**src/rtl/core/tts_pkg.sv**
```systemverilog
`timescale 1ns / 1ps
// ----------------------------------------------------------------------------
// tts_pkg
// Shared types, constants and the stop-word table of the tokenizer.
// ----------------------------------------------------------------------------
package tts_pkg;

  localparam int STOP_COUNT = 127;
  localparam int WORD_CHARS = 10;
  localparam int LEN_W      = 7;

  typedef struct packed {
    logic             we;
    logic             bank;
    logic [LEN_W-1:0] idx;
    logic [7:0]       data;
    logic             push;
    logic [LEN_W-1:0] push_len;
    logic             push_trunc;
  } buf_wr_t;

  function automatic logic [8*WORD_CHARS-1:0] stop_word(input int k);
    logic [8*WORD_CHARS-1:0] w;
    case (k)
      0: w = "a";          1: w = "about";      2: w = "above";      3: w = "after";
      4: w = "again";      5: w = "against";    6: w = "all";        7: w = "am";
      8: w = "an";         9: w = "and";        10: w = "any";       11: w = "are";
      12: w = "as";        13: w = "at";        14: w = "be";        15: w = "because";
      16: w = "been";      17: w = "before";    18: w = "being";     19: w = "below";
      20: w = "between";   21: w = "both";      22: w = "but";       23: w = "by";
      24: w = "cannot";    25: w = "could";     26: w = "did";       27: w = "do";
      28: w = "does";      29: w = "doing";     30: w = "down";      31: w = "during";
      32: w = "each";      33: w = "few";       34: w = "for";       35: w = "from";
      36: w = "further";   37: w = "get";       38: w = "got";       39: w = "had";
      40: w = "has";       41: w = "have";      42: w = "having";    43: w = "he";
      44: w = "her";       45: w = "here";      46: w = "hers";      47: w = "herself";
      48: w = "him";       49: w = "himself";   50: w = "his";       51: w = "how";
      52: w = "i";         53: w = "if";        54: w = "in";        55: w = "into";
      56: w = "is";        57: w = "it";        58: w = "its";       59: w = "itself";
      60: w = "me";        61: w = "more";      62: w = "most";      63: w = "my";
      64: w = "myself";    65: w = "no";        66: w = "nor";       67: w = "not";
      68: w = "of";        69: w = "off";       70: w = "on";        71: w = "once";
      72: w = "only";      73: w = "or";        74: w = "other";     75: w = "ought";
      76: w = "our";       77: w = "ours";      78: w = "ourselves"; 79: w = "out";
      80: w = "over";      81: w = "own";       82: w = "same";      83: w = "she";
      84: w = "should";    85: w = "so";        86: w = "some";      87: w = "such";
      88: w = "than";      89: w = "that";      90: w = "the";       91: w = "their";
      92: w = "theirs";    93: w = "them";      94: w = "themselves"; 95: w = "then";
      96: w = "there";     97: w = "these";     98: w = "they";      99: w = "this";
      100: w = "those";    101: w = "through";  102: w = "to";       103: w = "too";
      104: w = "under";    105: w = "until";    106: w = "up";       107: w = "very";
      108: w = "was";      109: w = "we";       110: w = "were";     111: w = "what";
      112: w = "when";     113: w = "where";    114: w = "which";    115: w = "while";
      116: w = "who";      117: w = "whom";     118: w = "why";      119: w = "will";
      120: w = "with";     121: w = "would";    122: w = "you";      123: w = "your";
      124: w = "yours";    125: w = "yourself"; 126: w = "yourselves";
      default: w = '0;
    endcase
    return w;
  endfunction

  function automatic logic [3:0] stop_len(input int k);
    logic [8*WORD_CHARS-1:0] w;
    logic [3:0]              n;
    w = stop_word(k);
    n = '0;
    for (int j = 0; j < WORD_CHARS; j++) begin
      if (w[8*j +: 8] != 8'd0) n = n + 4'd1;
    end
    return n;
  endfunction

  function automatic logic [7:0] stop_char(input int k, input logic [LEN_W-1:0] p);
    logic [8*WORD_CHARS-1:0] w;
    logic [3:0]              l;
    logic [7:0]              c;
    w = stop_word(k);
    l = stop_len(k);
    c = 8'd0;
    for (int j = 0; j < WORD_CHARS; j++) begin
      if (p == LEN_W'(j) && j < int'(l)) c = w[8*(int'(l)-1-j) +: 8];
    end
    return c;
  endfunction

endpackage

```
**src/rtl/core/tts_if.sv**
```systemverilog
`timescale 1ns / 1ps
// ----------------------------------------------------------------------------
// tts_in_if / tts_out_if
// Valid/ready channels for text bytes in and token bytes out.
// ----------------------------------------------------------------------------
interface tts_in_if;
  logic       valid;
  logic       ready;
  logic [7:0] text_byte;
  logic       end_of_text;
  modport source (output valid, output text_byte, output end_of_text, input ready);
  modport sink   (input valid, input text_byte, input end_of_text, output ready);
endinterface

interface tts_out_if;
  logic       valid;
  logic       ready;
  logic [7:0] token_byte;
  logic       token_last;
  logic       token_truncated;
  modport source (output valid, output token_byte, output token_last,
                  output token_truncated, input ready);
  modport sink   (input valid, input token_byte, input token_last,
                  input token_truncated, output ready);
endinterface

```
**src/rtl/core/tts_front.sv**
```systemverilog
`timescale 1ns / 1ps
// ----------------------------------------------------------------------------
// tts_front
// Classifies text bytes, gathers tokens and tracks stop-word candidates.
// ----------------------------------------------------------------------------
module tts_front #(
  parameter int MAX_TOKEN_LEN = 32
) (
  input  logic               clk_i,
  input  logic               rst_ni,
  input  logic               valid_i,
  input  logic [7:0]         text_byte_i,
  input  logic               end_of_text_i,
  input  logic               full_i,
  output logic               ready_o,
  output tts_pkg::buf_wr_t   wr_o
);
  localparam int LW = $clog2(MAX_TOKEN_LEN + 1);

  logic [LW-1:0]                  len_q, len_d, len_eff;
  logic                           ovf_q, ovf_d, ovf_eff;
  logic [tts_pkg::STOP_COUNT-1:0] match_q, match_d, match_eff;
  logic                           bank_q, bank_d;
  logic                           fire, is_tok, tok_wr, flush, stop, push;
  logic [7:0]                     v;

  assign ready_o = !full_i;
  assign fire    = valid_i && ready_o;

  always_comb begin
    v      = text_byte_i;
    is_tok = 1'b0;
    if (text_byte_i >= 8'h80) begin
      is_tok = 1'b1;
    end else if (text_byte_i >= "A" && text_byte_i <= "Z") begin
      v      = text_byte_i + 8'h20;
      is_tok = 1'b1;
    end else if ((text_byte_i >= "a" && text_byte_i <= "z") ||
                 (text_byte_i >= "0" && text_byte_i <= "9")) begin
      is_tok = 1'b1;
    end
  end

  always_comb begin
    tok_wr  = fire && is_tok && (len_q < LW'(MAX_TOKEN_LEN));
    len_eff = len_q + LW'(tok_wr);
    ovf_eff = ovf_q || (fire && is_tok && (len_q == LW'(MAX_TOKEN_LEN)));
    flush   = fire && (!is_tok || end_of_text_i);
    stop    = 1'b0;
    for (int k = 0; k < tts_pkg::STOP_COUNT; k++) begin
      match_eff[k] = match_q[k] &&
                     (!tok_wr || tts_pkg::stop_char(k, tts_pkg::LEN_W'(len_q)) == v);
      if (match_eff[k] && tts_pkg::LEN_W'(len_eff) == tts_pkg::LEN_W'(tts_pkg::stop_len(k)))
        stop = 1'b1;
    end
    stop = stop && !ovf_eff;
    push = flush && (len_eff != '0) && !stop;
  end

  always_comb begin
    len_d   = len_eff;
    ovf_d   = ovf_eff;
    match_d = match_eff;
    bank_d  = bank_q;
    if (flush) begin
      len_d   = '0;
      ovf_d   = 1'b0;
      match_d = '1;
      if (push) bank_d = !bank_q;
    end
  end

  always_comb begin
    wr_o.we         = tok_wr;
    wr_o.bank       = bank_q;
    wr_o.idx        = tts_pkg::LEN_W'(len_q);
    wr_o.data       = v;
    wr_o.push       = push;
    wr_o.push_len   = tts_pkg::LEN_W'(len_eff);
    wr_o.push_trunc = ovf_eff;
  end

  always_ff @(posedge clk_i or negedge rst_ni) begin
    if (!rst_ni) begin
      len_q   <= '0;
      ovf_q   <= 1'b0;
      match_q <= '1;
      bank_q  <= 1'b0;
    end else begin
      len_q   <= len_d;
      ovf_q   <= ovf_d;
      match_q <= match_d;
      bank_q  <= bank_d;
    end
  end
endmodule

```
**src/rtl/core/tts_back.sv**
```systemverilog
`timescale 1ns / 1ps
// ----------------------------------------------------------------------------
// tts_back
// Two-bank token buffer with a descriptor queue and the byte emitter.
// ----------------------------------------------------------------------------
module tts_back #(
  parameter int MAX_TOKEN_LEN = 32
) (
  input  logic             clk_i,
  input  logic             rst_ni,
  input  tts_pkg::buf_wr_t wr_i,
  output logic             full_o,
  input  logic             ready_i,
  output logic             valid_o,
  output logic [7:0]       token_byte_o,
  output logic             token_last_o,
  output logic             token_truncated_o
);
  localparam int LW = $clog2(MAX_TOKEN_LEN + 1);
  localparam int IW = $clog2(MAX_TOKEN_LEN);
  localparam int AW = $clog2(2 * MAX_TOKEN_LEN);

  logic [7:0]    mem_q [2*MAX_TOKEN_LEN];
  logic [LW-1:0] dlen_q [2];
  logic          dtrunc_q [2];
  logic [1:0]    cnt_q, cnt_d;
  logic          head_q, head_d;
  logic [IW-1:0] idx_q, idx_d;
  logic          ov_q, ov_d;
  logic [7:0]    rd_q;
  logic          last_q, trunc_q;
  logic          issue, rd_last;
  logic [AW-1:0] wr_addr, rd_addr;

  assign full_o  = (cnt_q == 2'd2);
  assign issue   = (cnt_q != 2'd0) && (!ov_q || ready_i);
  assign rd_last = (LW'(idx_q) + LW'(1)) == dlen_q[head_q];
  assign wr_addr = wr_i.bank ? AW'(MAX_TOKEN_LEN) + AW'(wr_i.idx[IW-1:0])
                             : AW'(wr_i.idx[IW-1:0]);
  assign rd_addr = head_q ? AW'(MAX_TOKEN_LEN) + AW'(idx_q) : AW'(idx_q);

  always_comb begin
    cnt_d  = cnt_q + 2'(wr_i.push) - 2'(issue && rd_last);
    head_d = head_q;
    idx_d  = idx_q;
    if (issue) begin
      if (rd_last) begin
        head_d = !head_q;
        idx_d  = '0;
      end else begin
        idx_d = idx_q + IW'(1);
      end
    end
    ov_d = issue ? 1'b1 : (ready_i ? 1'b0 : ov_q);
  end

  always_ff @(posedge clk_i) begin
    if (wr_i.we) mem_q[wr_addr] <= wr_i.data;
    if (wr_i.push) begin
      dlen_q[wr_i.bank]   <= LW'(wr_i.push_len);
      dtrunc_q[wr_i.bank] <= wr_i.push_trunc;
    end
    if (issue) begin
      rd_q    <= mem_q[rd_addr];
      last_q  <= rd_last;
      trunc_q <= dtrunc_q[head_q];
    end
  end

  always_ff @(posedge clk_i or negedge rst_ni) begin
    if (!rst_ni) begin
      cnt_q  <= '0;
      head_q <= 1'b0;
      idx_q  <= '0;
      ov_q   <= 1'b0;
    end else begin
      cnt_q  <= cnt_d;
      head_q <= head_d;
      idx_q  <= idx_d;
      ov_q   <= ov_d;
    end
  end

  assign valid_o           = ov_q;
  assign token_byte_o      = rd_q;
  assign token_last_o      = last_q;
  assign token_truncated_o = trunc_q;
endmodule

```
**src/rtl/core/text_tokenizer_stopword_filter.sv**
```systemverilog
`timescale 1ns / 1ps
// ----------------------------------------------------------------------------
// text_tokenizer_stopword_filter
// Lowercasing byte tokenizer that drops English stop words.
// ----------------------------------------------------------------------------
// Text bytes are taken one per cycle, and token bytes leave one per cycle while
// the output is ready. The front gathers a token into one of two buffer banks
// while the back emits a finished token from the other bank, so input stalls
// only while two finished tokens are held for the output. When the closing
// byte of a kept token is accepted its descriptor is queued; its first
// byte is then registered and offered; the rest follow while output is ready.
module text_tokenizer_stopword_filter #(
  parameter int MAX_TOKEN_LEN = 32
) (
  input logic      clk_i,
  input logic      rst_ni,
  tts_in_if.sink   in_if,
  tts_out_if.source out_if
);
  tts_pkg::buf_wr_t wr;
  logic             full;

  tts_front #(.MAX_TOKEN_LEN(MAX_TOKEN_LEN)) u_front (
    .clk_i         (clk_i),
    .rst_ni        (rst_ni),
    .valid_i       (in_if.valid),
    .text_byte_i   (in_if.text_byte),
    .end_of_text_i (in_if.end_of_text),
    .full_i        (full),
    .ready_o       (in_if.ready),
    .wr_o          (wr)
  );

  tts_back #(.MAX_TOKEN_LEN(MAX_TOKEN_LEN)) u_back (
    .clk_i             (clk_i),
    .rst_ni            (rst_ni),
    .wr_i              (wr),
    .full_o            (full),
    .ready_i           (out_if.ready),
    .valid_o           (out_if.valid),
    .token_byte_o      (out_if.token_byte),
    .token_last_o      (out_if.token_last),
    .token_truncated_o (out_if.token_truncated)
  );
endmodule

```
**src/flat_wrapper.sv**
```systemverilog
// flat-port wrapper written by rule: the top's interface ports become plain ports
module text_tokenizer_stopword_filter_flat 
#(
  parameter int MAX_TOKEN_LEN = 32
)
  (clk_i, rst_ni, in_if_valid, in_if_text_byte, in_if_end_of_text, in_if_ready, out_if_valid, out_if_token_byte, out_if_token_last, out_if_token_truncated, out_if_ready);
  tts_in_if in_if_i ();
  tts_out_if out_if_i ();
  input logic clk_i;
  input logic rst_ni;
  input wire logic [$bits(in_if_i.valid)-1:0] in_if_valid;
  input wire logic [$bits(in_if_i.text_byte)-1:0] in_if_text_byte;
  input wire logic [$bits(in_if_i.end_of_text)-1:0] in_if_end_of_text;
  output wire logic [$bits(in_if_i.ready)-1:0] in_if_ready;
  output wire logic [$bits(out_if_i.valid)-1:0] out_if_valid;
  output wire logic [$bits(out_if_i.token_byte)-1:0] out_if_token_byte;
  output wire logic [$bits(out_if_i.token_last)-1:0] out_if_token_last;
  output wire logic [$bits(out_if_i.token_truncated)-1:0] out_if_token_truncated;
  input wire logic [$bits(out_if_i.ready)-1:0] out_if_ready;
  assign in_if_i.valid = in_if_valid;
  assign in_if_i.text_byte = in_if_text_byte;
  assign in_if_i.end_of_text = in_if_end_of_text;
  assign in_if_ready = in_if_i.ready;
  assign out_if_valid = out_if_i.valid;
  assign out_if_token_byte = out_if_i.token_byte;
  assign out_if_token_last = out_if_i.token_last;
  assign out_if_token_truncated = out_if_i.token_truncated;
  assign out_if_i.ready = out_if_ready;
  text_tokenizer_stopword_filter #(.MAX_TOKEN_LEN(MAX_TOKEN_LEN)) u_core (.clk_i(clk_i), .rst_ni(rst_ni), .in_if(in_if_i), .out_if(out_if_i));
endmodule
```
**config.mk**
```make
export PLATFORM = sky130hd
export DESIGN_NAME = text_tokenizer_stopword_filter_flat
export DESIGN_NICKNAME = d
export VERILOG_FILES = /design/src/rtl/core/tts_pkg.sv /design/src/rtl/core/tts_if.sv /design/src/rtl/core/tts_front.sv /design/src/rtl/core/tts_back.sv /design/src/rtl/core/text_tokenizer_stopword_filter.sv /design/src/flat_wrapper.sv
export SDC_FILE = /design/constraint.sdc
export NUM_CORES = 1
export LEC_CHECK = 0
export ABC_AREA = 1
export BUFFER_PORTS_ARGS = -buffer_cell sky130_fd_sc_hd__buf_2
export CELL_PAD_IN_SITES_DETAIL_PLACEMENT = 0
export CELL_PAD_IN_SITES_GLOBAL_PLACEMENT = 1
export CORE_MARGIN = 4
export CORE_UTILIZATION = 50
export DETAILED_ROUTE_END_ITERATION = 7
export MAX_ROUTING_LAYER = met4
export PLACE_DENSITY = 0.89
export SLEW_MARGIN = 20
export SYNTH_ARGS = -nofsm -noshare
export SYNTH_HDL_FRONTEND = slang
export SYNTH_SLANG_ARGS = --single-unit
export TNS_END_PERCENT = 20
```
**constraint.sdc**
```tcl
create_clock -name clk_i -period 5 [get_ports clk_i]
set_input_delay 1 -clock clk_i [delete_from_list [all_inputs] [get_ports clk_i]]
set_output_delay 1 -clock clk_i [all_outputs]
set_load 0.01 [all_outputs]
```
==> flow_metrics.tcl <==
set metrics [dict create \
    drv_slew 0 \
    clk_pin_slew_ps 70 \
    place_inst 4406 \
    end_kind "flop" \
    setup_viol 0 \
    yosysSeqAreaShare 0.6019 \
    die_w_um 264.9 \
    cts_tree "built" \
    synth_top_area_frac 0.4879 \
    viasPerCell 5.891 \
    ir_worst_vdd_uv 347.9 \
    r2r_start "u_core.u_front.len_q[1]$_DFF_PN0_" \
    num_vias 26750 \
    cts_sinks 680 \
    antenna_found_initial 0 \
    rsz0062_at_grt "no" \
    fin_ws_ps 382.2 \
    stdcell_area_um2 37370 \
    fin_cells 4540 \
    layout-drive-gt1-share 0.1506 \
    antenna_left 0 \
    synthTopCellsByCount "nand2_1 (814), nor2_1 (598), edfxtp_1 (536)" \
    numCtsBuffers 72 \
    grt_max_degree 125 \
    start_util 0.5081 \
    synthTopCellsByArea "edfxtp_1 (49%), dfstp_2 (10%), nand2_1 (9.3%)" \
    drt_iter0_markers 3524 \
    dieArea_um2 70150 \
    place_ws_ps -249.2 \
    worstSetupStartpoint "u_core.u_front.len_q[1]$_DFF_PN0_" \
    startpoint_type "flop" \
    synthFlopType "edfxtp_1" \
    track_usage 0.3033 \
    skew_ps 36.43 \
    fin_crit_ps 4618 \
    synth_seq_cells 680 \
    power_mw 22.12 \
    finalSetupTns_ps 0 \
    grt_pass1_vias 25160 \
    syn_to_final_growth_pct 13.27 \
    worstSetupPathType "flop to flop" \
    fin_nets 3646 \
    antenna_cells 0 \
    maxCapViolations 0 \
    syn_avg_cell_area_um2 9.380 \
    avgRoutedWirePerCell_um 23.12 \
    synth_top_area_cell "edfxtp_1" \
    max_freq_mhz 216.6 \
    dieHeight_um 264.9 \
    postPlaceCellArea_um2 35000 \
    critPathRequiredTime_ps 5570 \
    p_per_area_nw_per_um2 592.1 \
    core_area_um2 64930 \
    synth.most_common_cell "nand2_1" \
    clockBufferDepth 3 \
    synth_edf_count 536 \
    violations "design-rule violations" \
    worstMarginPinSlew_ps 1004 \
    postCtsHoldBufs 0 \
    wl_um 105000 \
    hpwlAfterDp_um 70230 \
    syn_nets 3537 \
    gr-total-overflow 0 \
    cp_max_fo 15 \
    io_buffers 24 \
    cp.arrival_ps 5190 \
    synth_warnings 0 \
    htreeDepth 3 \
    finalHoldViolations 0 \
    root_buffer "clkbuf_16" \
    hp-class "primary input to asynchronous set/reset pin" \
    grt_first_pass_wirelength_um 158800 \
    place_congestion 1.068 \
    ys_async_sr_fraction 0.2118 \
    relSlewSlack 0.3305 \
    synth_cell_types 51 \
    syn_area_um2 32990 \
    rows 93 \
    total_leakage_power_nw 14.49 \
    finalCritPeriodShare 0.9236 \
    syn_inst 3517 \
    clk_latency_ps 650 \
    pin_count 25 \
    status "complete, but fails checks" \
    drc 2 \
    firstDrtPassIters 8 \
]
[power breakdown]
group	internal [mW]	switching [mW]	leakage, nW
clock	2.94	2.33	1.13
combinational	2.76	6.55	6.98
sequential	7.08	0.456	6.39
[critical path, stage by stage, from the launching register on]
cell and delay (ps):
dfrtp_1 650, inv_4 110, nor2_2 250, nand3_4 310, nand2_1 130, inv_1 60, nor2_2 260, inv_2 130
nor2_1 680, nand3_1 360, nand2_1 140, nand2_1 80, nand2_1 90, nand2_1 50, nand2_1 50, inv_1 30
nand2_1 40, nor2_1 40, nand2_1 70, nor2_1 40, nand2_1 180, nand2_1 120, nand2_2 80, ha_1 220
inv_1 60, ha_1 160, xnor2_1 120
[state kept, by name, summed over array words and instances (netlist names)]
register,count
u_core.u_back.mem_q,512
u_core.u_front.ovf_q,1
u_core.u_front.bank_q,1
u_core.u_back.cnt_q,2
u_core.u_back.dlen_q,12
u_core.u_front.match_q,127
u_core.u_back.token_byte_o,8
u_core.u_back.valid_o,1
u_core.u_back.dtrunc_q,2
u_core.u_back.token_truncated_o,1
u_core.u_back.token_last_o,1
u_core.u_front.len_q,6
u_core.u_back.head_q,1
u_core.u_back.idx_q,5
[cell families (layout without fill, tap and decap cells)]
group | count (synthesis) | after routing | synth area share
buffers and inverters | 331 | 499 | 0.04180
XOR/XNOR | 83 | 83 | 0.02272
adder cells (fa/ha/maj) | 7 | 7 | 0.002655
flip-flops | 680 | 680 | 0.6019
AND/OR/NAND/NOR | 1843 | 1843 | 0.2330
multiplexers | 3 | 3 | 0.0009103
AO/OA/AOI/OAI | 570 | 570 | 0.09698
[cell type report]
cell class | instances | area, um^2
Clock buffer | 85 | 1871
Clock inverter | 48 | 467.9
Fill cell | 5594 | 27560
Inverter | 131 | 508.0
Multi-Input combinational cell | 2506 | 11790
Sequential cell | 680 | 19870
Tap cell | 855 | 1070
Timing Repair Buffer | 235 | 1798
[metrics by stage]
step	hold slack, ps	utilization
after floorplan	442.3	-
after global placement	451.0	0.5390
after detailed placement	456.7	0.5390
after CTS	418.2	0.5750
after global routing	460.8	0.5755
final	430.0	0.5755
[timing repair]
action,CTS,global route
gates resized for setup,0,4
setup buffers,0,1
hold endpoints to repair,0,0
setup endpoints to repair,0,16
[per-layer routing]
| metal | up-vias | part of all wire | track usage |
|---|---|---|---|
| met1 | 12810 | 0.41 | 0.4126 |
| li1 | 12320 | - | - |
| met3 | 243 | 0.079 | 0.03740 |
| met4 | 0 | 0.046 | 0.1292 |
| met2 | 1375 | 0.47 | 0.4651 |
| met5 | - | 0 | - |
[placed cells by master, fill, tap and decap left out, types with 12 or more instances in the layout]
master / Yosys / layout
a21oi_1: 15 / 15
buf_2: 25 / 18
buf_4: 16 / 210
clkbuf_16: 0 / 72
clkinv_1: 0 / 20
dfrtp_1: 17 / 14
dfstp_2: 127 / 127
edfxtp_1: 536 / 536
inv_1: 113 / 109
inv_2: 15 / 16
nand2_1: 814 / 812
nand2_2: 17 / 18
nand3_1: 279 / 279
nand4_1: 34 / 34
nor2_1: 598 / 596
nor2_2: 16 / 17
nor3_1: 50 / 49
o211ai_1: 12 / 12
o21ai_0: 354 / 354
o21ai_1: 12 / 12
o221ai_1: 21 / 21
o22ai_1: 139 / 139
xor2_1: 74 / 74
[final timing paths]
check	endpoint	slack (ps)	cells after the start
max	u_core.u_back.cnt_q[1]$_DFF_PN0_	380	26
min	u_core.u_front.len_q[4]$_DFF_PN0_	430	1
max reg2reg	u_core.u_back.cnt_q[1]$_DFF_PN0_	380	26
min reg2reg	u_core.u_front.match_q[108]$_DFF_PN1_	460	2
max in group asynchronous	u_core.u_front.match_q[26]$_DFF_PN1_	3550	2
min in group clk_i	u_core.u_front.match_q[108]$_DFF_PN1_	460	2
No activity file was read; power rests on OpenSTA's default activity.
